**src/sv/rtcep_pkg.sv**
```systemverilog
`timescale 1ns / 1ps
// rtcep_pkg: shared types, constants and small decode functions for the
// rtc fields to epoch seconds pipeline; no dependencies

package rtcep_pkg;

   typedef logic [7:0] rtc_byte_type;

   typedef struct packed {
      logic adv;
      logic valid;
   } pipe_ctl_type;

   // julian day number terms
   localparam logic [12:0] YEAR_BIAS_P  = 13'd4799;  // 4800 plus month adjust of -1
   localparam logic [12:0] YEAR_BIAS_Q  = 13'd4899;  // 4900 plus month adjust of -1
   localparam logic [10:0] DAYS_PER_4Y  = 11'd1461;
   localparam logic [6:0]  YEARS_PER_C  = 7'd100;
   localparam logic [23:0] JDN_OFFSET   = 24'd2472663; // 32075 plus jdn of 1970-01-01

   // reciprocal constants for division by 12 and by 100
   localparam logic [7:0]  RECIP_12       = 8'd171;
   localparam int          RECIP_12_SHIFT = 11;
   localparam logic [12:0] RECIP_100       = 13'd5243;
   localparam int          RECIP_100_SHIFT = 19;

   localparam logic [11:0] SECS_PER_HOUR = 12'd3600;
   localparam logic [5:0]  SECS_PER_MIN  = 6'd60;
   localparam logic signed [41:0] SECS_PER_DAY = 42'sd86400;

   function automatic rtc_byte_type bcd_decode(input rtc_byte_type raw, input logic binary);
      logic [7:0] tens;
      tens = {1'b0, raw[7:4], 3'b000} + {3'b000, raw[7:4], 1'b0};
      return binary ? raw : (tens + {4'b0000, raw[3:0]});
   endfunction

   // floor(367 * m / 12) for the shifted month term 0..23
   function automatic logic [9:0] month_days(input logic [4:0] mterm);
      logic [9:0] days;
      case (mterm)
         5'd0:    days = 10'd0;
         5'd1:    days = 10'd30;
         5'd2:    days = 10'd61;
         5'd3:    days = 10'd91;
         5'd4:    days = 10'd122;
         5'd5:    days = 10'd152;
         5'd6:    days = 10'd183;
         5'd7:    days = 10'd214;
         5'd8:    days = 10'd244;
         5'd9:    days = 10'd275;
         5'd10:   days = 10'd305;
         5'd11:   days = 10'd336;
         5'd12:   days = 10'd367;
         5'd13:   days = 10'd397;
         5'd14:   days = 10'd428;
         5'd15:   days = 10'd458;
         5'd16:   days = 10'd489;
         5'd17:   days = 10'd519;
         5'd18:   days = 10'd550;
         5'd19:   days = 10'd581;
         5'd20:   days = 10'd611;
         5'd21:   days = 10'd642;
         5'd22:   days = 10'd672;
         5'd23:   days = 10'd703;
         default: days = 10'd0;
      endcase
      return days;
   endfunction

endpackage

```
**src/sv/rtcep_day_pipe.sv**
```systemverilog
`timescale 1ns / 1ps
// rtcep_day_pipe: three-stage pipeline from decoded century, year, month and
// day to the signed day count since 1970-01-01; uses rtcep_pkg

module rtcep_day_pipe
   import rtcep_pkg::*;
(
   input  logic               clock,
   input  logic               reset,
   input  pipe_ctl_type       ctl,
   input  rtc_byte_type       cent,
   input  rtc_byte_type       yr,
   input  rtc_byte_type       mon,
   input  rtc_byte_type       day,
   output logic               out_valid,
   output logic signed [24:0] day_diff
);

   // stage 2: full year, month adjust
   logic        v2_ff;
   logic [14:0] full_year_in, full_year_ff;
   logic [4:0]  a_p1_in, a_p1_ff;
   logic [4:0]  mterm_in, mterm_ff;
   logic [7:0]  day2_ff;
   logic [7:0]  mx;
   logic [15:0] q12_prod;
   logic [4:0]  q12;
   logic [7:0]  r12;

   always_comb begin
      full_year_in = 15'({7'b0, cent} * 15'(YEARS_PER_C)) + {7'b0, yr};
      mx           = mon - 8'd14;
      q12_prod     = {8'b0, mx} * {8'b0, RECIP_12};
      q12          = q12_prod[RECIP_12_SHIFT +: 5];
      r12          = mx - ({3'b000, q12} * 8'd12);
      if (mon < 8'd3) begin
         a_p1_in  = 5'd0;
         mterm_in = mon[4:0] + 5'd10;
      end else if (mon < 8'd14) begin
         a_p1_in  = 5'd1;
         mterm_in = mon[4:0] - 5'd2;
      end else begin
         a_p1_in  = q12 + 5'd1;
         mterm_in = 5'd12 + {1'b0, r12[3:0]};
      end
   end

   // stage 3: year and month terms
   logic        v3_ff;
   logic [15:0] p_sum, q_sum;
   logic [26:0] t1_prod;
   logic [28:0] c_prod;
   logic [23:0] t1_in, t1_ff;
   logic [8:0]  c_in, c_ff;
   logic [9:0]  t2_in, t2_ff;
   logic [7:0]  day3_ff;

   always_comb begin
      p_sum   = {1'b0, full_year_ff} + {3'b000, YEAR_BIAS_P} + {11'b0, a_p1_ff};
      q_sum   = {1'b0, full_year_ff} + {3'b000, YEAR_BIAS_Q} + {11'b0, a_p1_ff};
      t1_prod = 27'(p_sum) * 27'(DAYS_PER_4Y);
      c_prod  = 29'(q_sum) * 29'(RECIP_100);
      t1_in   = t1_prod[25:2];
      c_in    = c_prod[RECIP_100_SHIFT +: 9];
      t2_in   = month_days(mterm_ff);
   end

   // stage 4: day difference
   logic        v4_ff;
   logic [9:0]  t3_full;
   logic [7:0]  t3;
   logic [24:0] diff_in;
   logic [24:0] diff_ff;

   always_comb begin
      t3_full = {c_ff, 1'b0} + {1'b0, c_ff};
      t3      = t3_full[9:2];
      diff_in = 25'(t1_ff) + 25'(t2_ff) + 25'(day3_ff) - 25'(t3) - 25'(JDN_OFFSET);
   end

   always_ff @(posedge clock) begin
      if (reset) begin
         v2_ff <= 1'b0;
         v3_ff <= 1'b0;
         v4_ff <= 1'b0;
      end else if (ctl.adv) begin
         v2_ff <= ctl.valid;
         v3_ff <= v2_ff;
         v4_ff <= v3_ff;
      end
   end

   always_ff @(posedge clock) begin
      if (ctl.adv) begin
         full_year_ff <= full_year_in;
         a_p1_ff      <= a_p1_in;
         mterm_ff     <= mterm_in;
         day2_ff      <= day;
         t1_ff        <= t1_in;
         c_ff         <= c_in;
         t2_ff        <= t2_in;
         day3_ff      <= day2_ff;
         diff_ff      <= diff_in;
      end
   end

   assign out_valid = v4_ff;
   assign day_diff  = $signed(diff_ff);

endmodule

```
**src/sv/rtc_fields_to_epoch_seconds_unit.sv**
```systemverilog
`timescale 1ns / 1ps
// rtc_fields_to_epoch_seconds_unit: top level, byte decode, time of day,
// seconds scaling and output register; uses rtcep_pkg and rtcep_day_pipe
//
// Converts one set of raw rtc bytes (seconds, minutes, hours, day, month,
// two-digit year, century) into signed 64-bit seconds since 1970-01-01.
// csr_wr_en/csr_wr_data set binary mode: 1 takes bytes as plain binary,
// 0 decodes packed bcd. Reset clears it to bcd.
// Requests enter on req_valid/req_ready, results leave on rsp_valid/rsp_ready.
// Six register stages: decode, full year and time of day, julian terms,
// day difference, day times 86400, final add into the output register.
// An accepted request passes through each stage in order to rsp_.
// Throughput is one request per cycle while the receiver does not stall;
// the multiplier stages set the stage depth.
// When the receiver stalls with a result waiting, the whole pipeline holds
// and req_ready drops; nothing is lost or repeated.
// Reset empties the pipeline; rsp_valid is low right after reset.

module rtc_fields_to_epoch_seconds_unit
   import rtcep_pkg::*;
(
   input  logic               clock,
   input  logic               reset,
   input  logic               csr_wr_en,
   input  logic               csr_wr_data,
   input  logic               req_valid,
   output logic               req_ready,
   input  logic [7:0]         req_seconds_raw,
   input  logic [7:0]         req_minutes_raw,
   input  logic [7:0]         req_hours_raw,
   input  logic [7:0]         req_day_raw,
   input  logic [7:0]         req_month_raw,
   input  logic [7:0]         req_year_raw,
   input  logic [7:0]         req_century_raw,
   output logic               rsp_valid,
   input  logic               rsp_ready,
   output logic signed [63:0] rsp_epoch_seconds
);

   logic binary_mode_ff;
   logic adv;

   always_ff @(posedge clock) begin
      if (reset) begin
         binary_mode_ff <= 1'b0;
      end else if (csr_wr_en) begin
         binary_mode_ff <= csr_wr_data;
      end
   end

   logic rsp_valid_ff;
   assign adv       = !rsp_valid_ff || rsp_ready;
   assign req_ready = adv;

   // stage 1: byte decode
   logic         v1_ff;
   rtc_byte_type sec1_ff, min1_ff, hr1_ff, day1_ff, mon1_ff, yr1_ff, cent1_ff;

   // stages 2..4: time of day carried beside the day pipeline
   logic [19:0]  hms_in, hms2_ff, hms3_ff, hms4_ff;

   always_comb begin
      hms_in = (20'(hr1_ff) * 20'(SECS_PER_HOUR)) + (20'(min1_ff) * 20'(SECS_PER_MIN))
             + 20'(sec1_ff);
   end

   pipe_ctl_type        day_ctl;
   logic                day_valid;
   logic signed [24:0]  day_diff;

   assign day_ctl.adv   = adv;
   assign day_ctl.valid = v1_ff;

   rtcep_day_pipe u_day_pipe (
      .clock     (clock),
      .reset     (reset),
      .ctl       (day_ctl),
      .cent      (cent1_ff),
      .yr        (yr1_ff),
      .mon       (mon1_ff),
      .day       (day1_ff),
      .out_valid (day_valid),
      .day_diff  (day_diff)
   );

   // stage 5: scale days to seconds
   logic               v5_ff;
   logic signed [41:0] prod_in, prod_ff;
   logic [19:0]        hms5_ff;

   assign prod_in = 42'(day_diff) * SECS_PER_DAY;

   // stage 6: output register
   logic [63:0] total_in;
   logic [63:0] total_ff;

   assign total_in = {{22{prod_ff[41]}}, prod_ff} + {44'b0, hms5_ff};

   always_ff @(posedge clock) begin
      if (reset) begin
         v1_ff        <= 1'b0;
         v5_ff        <= 1'b0;
         rsp_valid_ff <= 1'b0;
      end else if (adv) begin
         v1_ff        <= req_valid;
         v5_ff        <= day_valid;
         rsp_valid_ff <= v5_ff;
      end
   end

   always_ff @(posedge clock) begin
      if (adv) begin
         sec1_ff  <= bcd_decode(req_seconds_raw, binary_mode_ff);
         min1_ff  <= bcd_decode(req_minutes_raw, binary_mode_ff);
         hr1_ff   <= bcd_decode(req_hours_raw, binary_mode_ff);
         day1_ff  <= bcd_decode(req_day_raw, binary_mode_ff);
         mon1_ff  <= bcd_decode(req_month_raw, binary_mode_ff);
         yr1_ff   <= bcd_decode(req_year_raw, binary_mode_ff);
         cent1_ff <= bcd_decode(req_century_raw, binary_mode_ff);
         hms2_ff  <= hms_in;
         hms3_ff  <= hms2_ff;
         hms4_ff  <= hms3_ff;
         hms5_ff  <= hms4_ff;
         prod_ff  <= prod_in;
         total_ff <= total_in;
      end
   end

   assign rsp_valid         = rsp_valid_ff;
   assign rsp_epoch_seconds = $signed(total_ff);

   // assertions
   a_reset_empty: assert property (@(posedge clock)
      reset |=> !rsp_valid_ff)
      else $error("result valid right after reset");

   a_stall_holds_stage5: assert property (@(posedge clock) disable iff (reset)
      (!adv && v5_ff) |=> (v5_ff && $stable(prod_ff) && $stable(hms5_ff)))
      else $error("stage 5 changed during stall");

   a_hms_range: assert property (@(posedge clock) disable iff (reset)
      v5_ff |-> (hms5_ff <= 20'd933555))
      else $error("time of day out of range");

   a_day_range: assert property (@(posedge clock) disable iff (reset)
      day_valid |-> ((day_diff >= -25'sd720000) && (day_diff <= 25'sd8700000)))
      else $error("day difference out of range");

   a_bcd_range: assert property (@(posedge clock) disable iff (reset)
      (v1_ff && !binary_mode_ff && $past(adv) && !$past(csr_wr_en))
      |-> (mon1_ff <= 8'd165 && cent1_ff <= 8'd165))
      else $error("bcd decode out of range");

endmodule

```
**config.mk**
```make
export PLATFORM = sky130hd
export DESIGN_NAME = rtc_fields_to_epoch_seconds_unit
export DESIGN_NICKNAME = d
export VERILOG_FILES = /design/src/sv/rtcep_pkg.sv /design/src/sv/rtcep_day_pipe.sv /design/src/sv/rtc_fields_to_epoch_seconds_unit.sv
export SDC_FILE = /design/constraint.sdc
export NUM_CORES = 1
export LEC_CHECK = 0
export BUFFER_PORTS_ARGS = -buffer_cell sky130_fd_sc_hd__buf_2
export CAP_MARGIN = 20
export CORE_MARGIN = 2
export CORE_UTILIZATION = 58
export CTS_CLUSTER_DIAMETER = 80
export DETAILED_ROUTE_END_ITERATION = 10
export PLACE_DENSITY = 0.76
export SLEW_MARGIN = 5
export SYNTH_ARGS = -nofsm -noshare
export SYNTH_HDL_FRONTEND = slang
export SYNTH_SLANG_ARGS = --single-unit
```
**constraint.sdc**
```tcl
create_clock -name clock -period 7.07 [get_ports clock]
set_clock_uncertainty 0.05 [all_clocks]
set_input_delay 0.3535 -clock clock [delete_from_list [all_inputs] [get_ports clock]]
set_output_delay 0.3535 -clock clock [all_outputs]
set_load 0.05 [all_outputs]
```
==> summary.md <==
| Metric | Value |
|---|---|
| Layout Nets | `approximately 4100` |
| DRC | `0` |
| Share of layout cells above drive strength 1 | `~11%` |
| Total GRT Usage | `between 20% and 30%` |
| Crit share post-route | `97.4%` |
| Hold depth | `2` |
| Met2 Track Usage GR | `between 40% and 50%` |
| Total grt overflow | `0` |
| IO Port Bufs | `127` |
| Synthesized area per cell | `between 10 and 15 um^2` |
| Top_reg_cell synth | `edfxtp_1` |
| Worst setup margin | `between 0.15 and 0.2 ns` |
| Syn Inst Count | `approximately 3000` |
| Met1 usage | `about a quarter` |
| Post-DP Area | `34600 um^2` |
| Synth area leader | `edfxtp_1` |
| Max Slew Vio Count | `0` |
| Yosys cell types | `81` |
| Hold endpoint | `mon1_ff[1]` |
| GPL Wtd Cong | `between 0.9 and 1` |
| Flops & latches, synth | `330` |
| RR Endpoint | `u_day_pipe.c_ff[6]` |
| Min-delay src | `req_month_raw[1]` |
| Post-DRT Antenna Nets | `0` |
| R2R Path Start | `u_day_pipe.full_year_ff[2]` |
| Initial antenna violation count | `2` |
| Core area | `about 56000 um^2` |
| Largest cells by area after synthesis | `edfxtp_1 30%, ha_1 23%, fa_1 17%, inv_1 6.7%, xnor2_1 4.2%` |
| Max Clk Rate | `approximately 150 MHz` |
| Syn Nets | `3905` |
| Design area | `about 36000 um^2` |
| Htree depth | `2` |
| CTS Buf Count | `40` |
| Worst hold slack | `~0.065 ns` |
| Clock Path Buffers | `3` |
| Initial core utilization | `between 50% and 60%` |
| Met3 GRT Util | `approximately 2.2%` |
| DP Worst Slack | `-0.373 ns` |
| Vias per cell | `approximately 5.4` |
| Number of DRC markers in iteration 0 | `889` |
| Chip height | `~240 um` |
| Path depth of the worst reg2reg path | `27` |
| Ys Warns | `0` |
| DIE AREA | `roughly 59000 um^2` |
| Reg2Reg Setup Slack | `0.18 ns` |
| Routed wire per std cell | `between 15 and 20 um` |
| CP max FO | `4` |
| Worst-path clk slew | `about 0.060 ns` |
| Synth async-reset ratio | `0%` |
| Worst setup path class | `reg -> reg` |
| Final Non-Filler Cells | `~4000` |
| DRT Wirelength | `a little over 60000 um` |
| Detailed Place HPWL | `between 40000 and 50000 um` |
| Final hold violations | `0` |
| Chip width | `242 um` |
| CP Data Required Time | `between 7 and 8 ns` |
| GRT busiest layer | `met2` |
| EDFF count, synth | `323` |
| Slew Limit Headroom | `between 20% and 30%` |
| Clock sink total | `330` |
| Arrival @ worst endpoint | `approximately 7.1 ns` |
| Top cell type's share of synthesized area | `between 20% and 30%` |
| Maxcap violations | `0` |
| Critical Path Start Type | `flip-flop` |
| Site row count | `87` |
| Largest net degree at the start of global routing | `between 150 and 200` |
| Via count | `around 21000` |
| HP Class | `in -> reg` |
| Worst-skew pair later-pin latency | `~0.57 ns` |
| Dpl cells | `slightly below 4000` |
| Final setup vio count | `0` |
| Min Tclk post-route | `around 6.9 ns` |
| Global-route wire length before repair | `105000 um` |
| Outcome | `completed` |
| CTS tree | `built` |
| Cell area after synthesis | `about 33000 um^2` |
| Worst-margin pin slew | `about 1.1 ns` |
| RSZ-0062 raised after global routing | `yes` |
| IO Pins | `between 100 and 150` |
| DR pass1 iterations | `5` |
| Critical path capture point type | `flip-flop` |
| Sequential element share of the synthesized area | `between 20 and 30%` |
| Root buffer cell | `clkbuf_16` |
| Fillcell total | `4237` |
| Area growth syn-to-layout | `11.0%` |
| Vias in the first global route | `22500` |
## final cells by class
type	instances	area [um^2]	share of cell area [%]
sequential	330	9840	27.0
multi-input combinational	1997	20900	57.3
antenna	2	5.00	0.0137
clock inverter	25	226	0.622
clock buffer	48	1070	2.95
inverter	589	2210	6.08
timing repair buffer	200	1230	3.38
tap	756	946	2.60
## logic make-up after synthesis
| logic type | share of synthesized area, % |
|---|---|
| AOI/OAI and AO/OA | 9.29 |
| xor gates and xnor gates | 6.52 |
| adders and majority gates | 40.0 |
| buffers and inverters | 7.49 |
| DFF | 30.0 |
| muxes | 1.10 |
| and+or+nand+nor | 5.63 |
## critical path, cell delays in order (launching register included)
cell       delay, ns
edfxtp_1        0.40
inv_2           0.09
ha_4            0.21
and2b_2         0.22
a21o_1          0.18
a21oi_2         0.18
o21ai_2         0.11
a41oi_2         0.23
o21ai_1         0.13
a31o_2          0.28
xor2_2          0.15
ha_1            0.32
inv_1           0.06
fa_1            0.48
inv_1           0.05
fa_1            0.49
fa_1            0.54
inv_2           0.04
fa_1            0.47
inv_1           0.04
ha_2            0.16
or4_4           0.54
a2111oi_4       0.39
a211oi_4        0.12
o21ai_4         0.24
a2bb2oi_4       0.20
and2b_1         0.17
xnor2_1         0.09
## flip-flops by register name (all words and copies together) (netlist names), 9 cells and up
| register | cells |
|---|---|
| rsp_epoch_seconds | 43 |
| hms5_ff | 20 |
| u_day_pipe.c_ff | 9 |
| u_day_pipe.full_year_ff | 15 |
| u_day_pipe.t2_ff | 10 |
| hms2_ff | 20 |
| hms4_ff | 20 |
| u_day_pipe.day_diff | 25 |
| u_day_pipe.t1_ff | 24 |
| prod_ff | 35 |
| hms3_ff | 20 |
## worst max-delay path by stage
| stage | startpoint | endpoint | depth (start not counted) |
|---|---|---|---|
| 2_1_floorplan | u_day_pipe.a_p1_ff[1] | u_day_pipe.c_ff[7] | 29 |
| 3_3_place_gp | u_day_pipe.a_p1_ff[1] | u_day_pipe.c_ff[7] | 29 |
| 4_1_cts | u_day_pipe.full_year_ff[1] | u_day_pipe.c_ff[4] | 31 |
| 3_5_place_dp | u_day_pipe.full_year_ff[1] | u_day_pipe.c_ff[7] | 30 |
| 5_1_grt | u_day_pipe.full_year_ff[2] | u_day_pipe.c_ff[6] | 27 |
| 6_report | u_day_pipe.full_year_ff[2] | u_day_pipe.c_ff[6] | 27 |
## placed cells by master (no fill, tap or decap), types with 14 or more instances in the layout
master       n
buf_2      127
nand3_1     28
nand4_1     18
nand2b_1    14
ha_1       597
xor2_1      78
o21a_1      33
buf_4       59
nor2b_1     16
and3_1      17
mux2_2      23
o21bai_1    29
xnor2_1    151
nor2_1      94
clkbuf_16   42
inv_1      581
nor3_1      34
a21oi_1    120
nand2_1     89
a21o_1      71
fa_1       275
edfxtp_1   323
o21ai_0     78
## cells in the mapped netlist, drive strengths merged, types with 3 or more instances
master / instances
a2111oi: 8
a211o: 5
a211oi: 16
a21o: 71
a21oi: 129
a22oi: 3
a31o: 6
a31oi: 10
a41oi: 4
and2: 9
and3: 17
and4: 4
buf: 28
clkbuf: 16
dfxtp: 7
edfxtp: 323
fa: 275
ha: 608
inv: 588
mux2: 23
mux2i: 8
nand2: 89
nand2b: 14
nand3: 28
nand3b: 4
nand4: 18
nor2: 95
nor2b: 17
nor3: 39
nor3b: 7
nor4: 7
o2111ai: 3
o211a: 4
o211ai: 11
o21a: 33
o21ai: 87
o21bai: 30
o22ai: 7
o31a: 10
o31ai: 4
or2: 8
or3: 13
xnor2: 159
xor2: 81
## stage by stage
stage | TNS [ns] | util, %
6_report | 0 | 64.8
2_1_floorplan | 0 | -
5_1_grt | -0.394 | 64.8
3_3_place_gp | -0.782 | 61.5
4_1_cts | 0 | 64.2
3_5_place_dp | -2.10 | 61.5
## repair_timing
action | CTS | global route
resized for setup | 15 | 57
hold buffers | 11 | 0
setup endpoints to repair | 13 | 13
endpoints found under the hold margin | 14 | 0
pin swaps | 3 | 36
buffers inserted | 0 | 10
## routing by layer
layer  part of all wire, %  routed length (um)  vias to the layer above
met2                    52               31800                      373
met4                   2.2                1370                        0
met3                   3.4                2070                       97
met1                    42               26000                    10300
met5                     0                   0                        -
li1                      -                   -                    10500
Power is not shown: default switching activity piles up to over one toggle a cycle in this logic, so the estimate is an artifact.
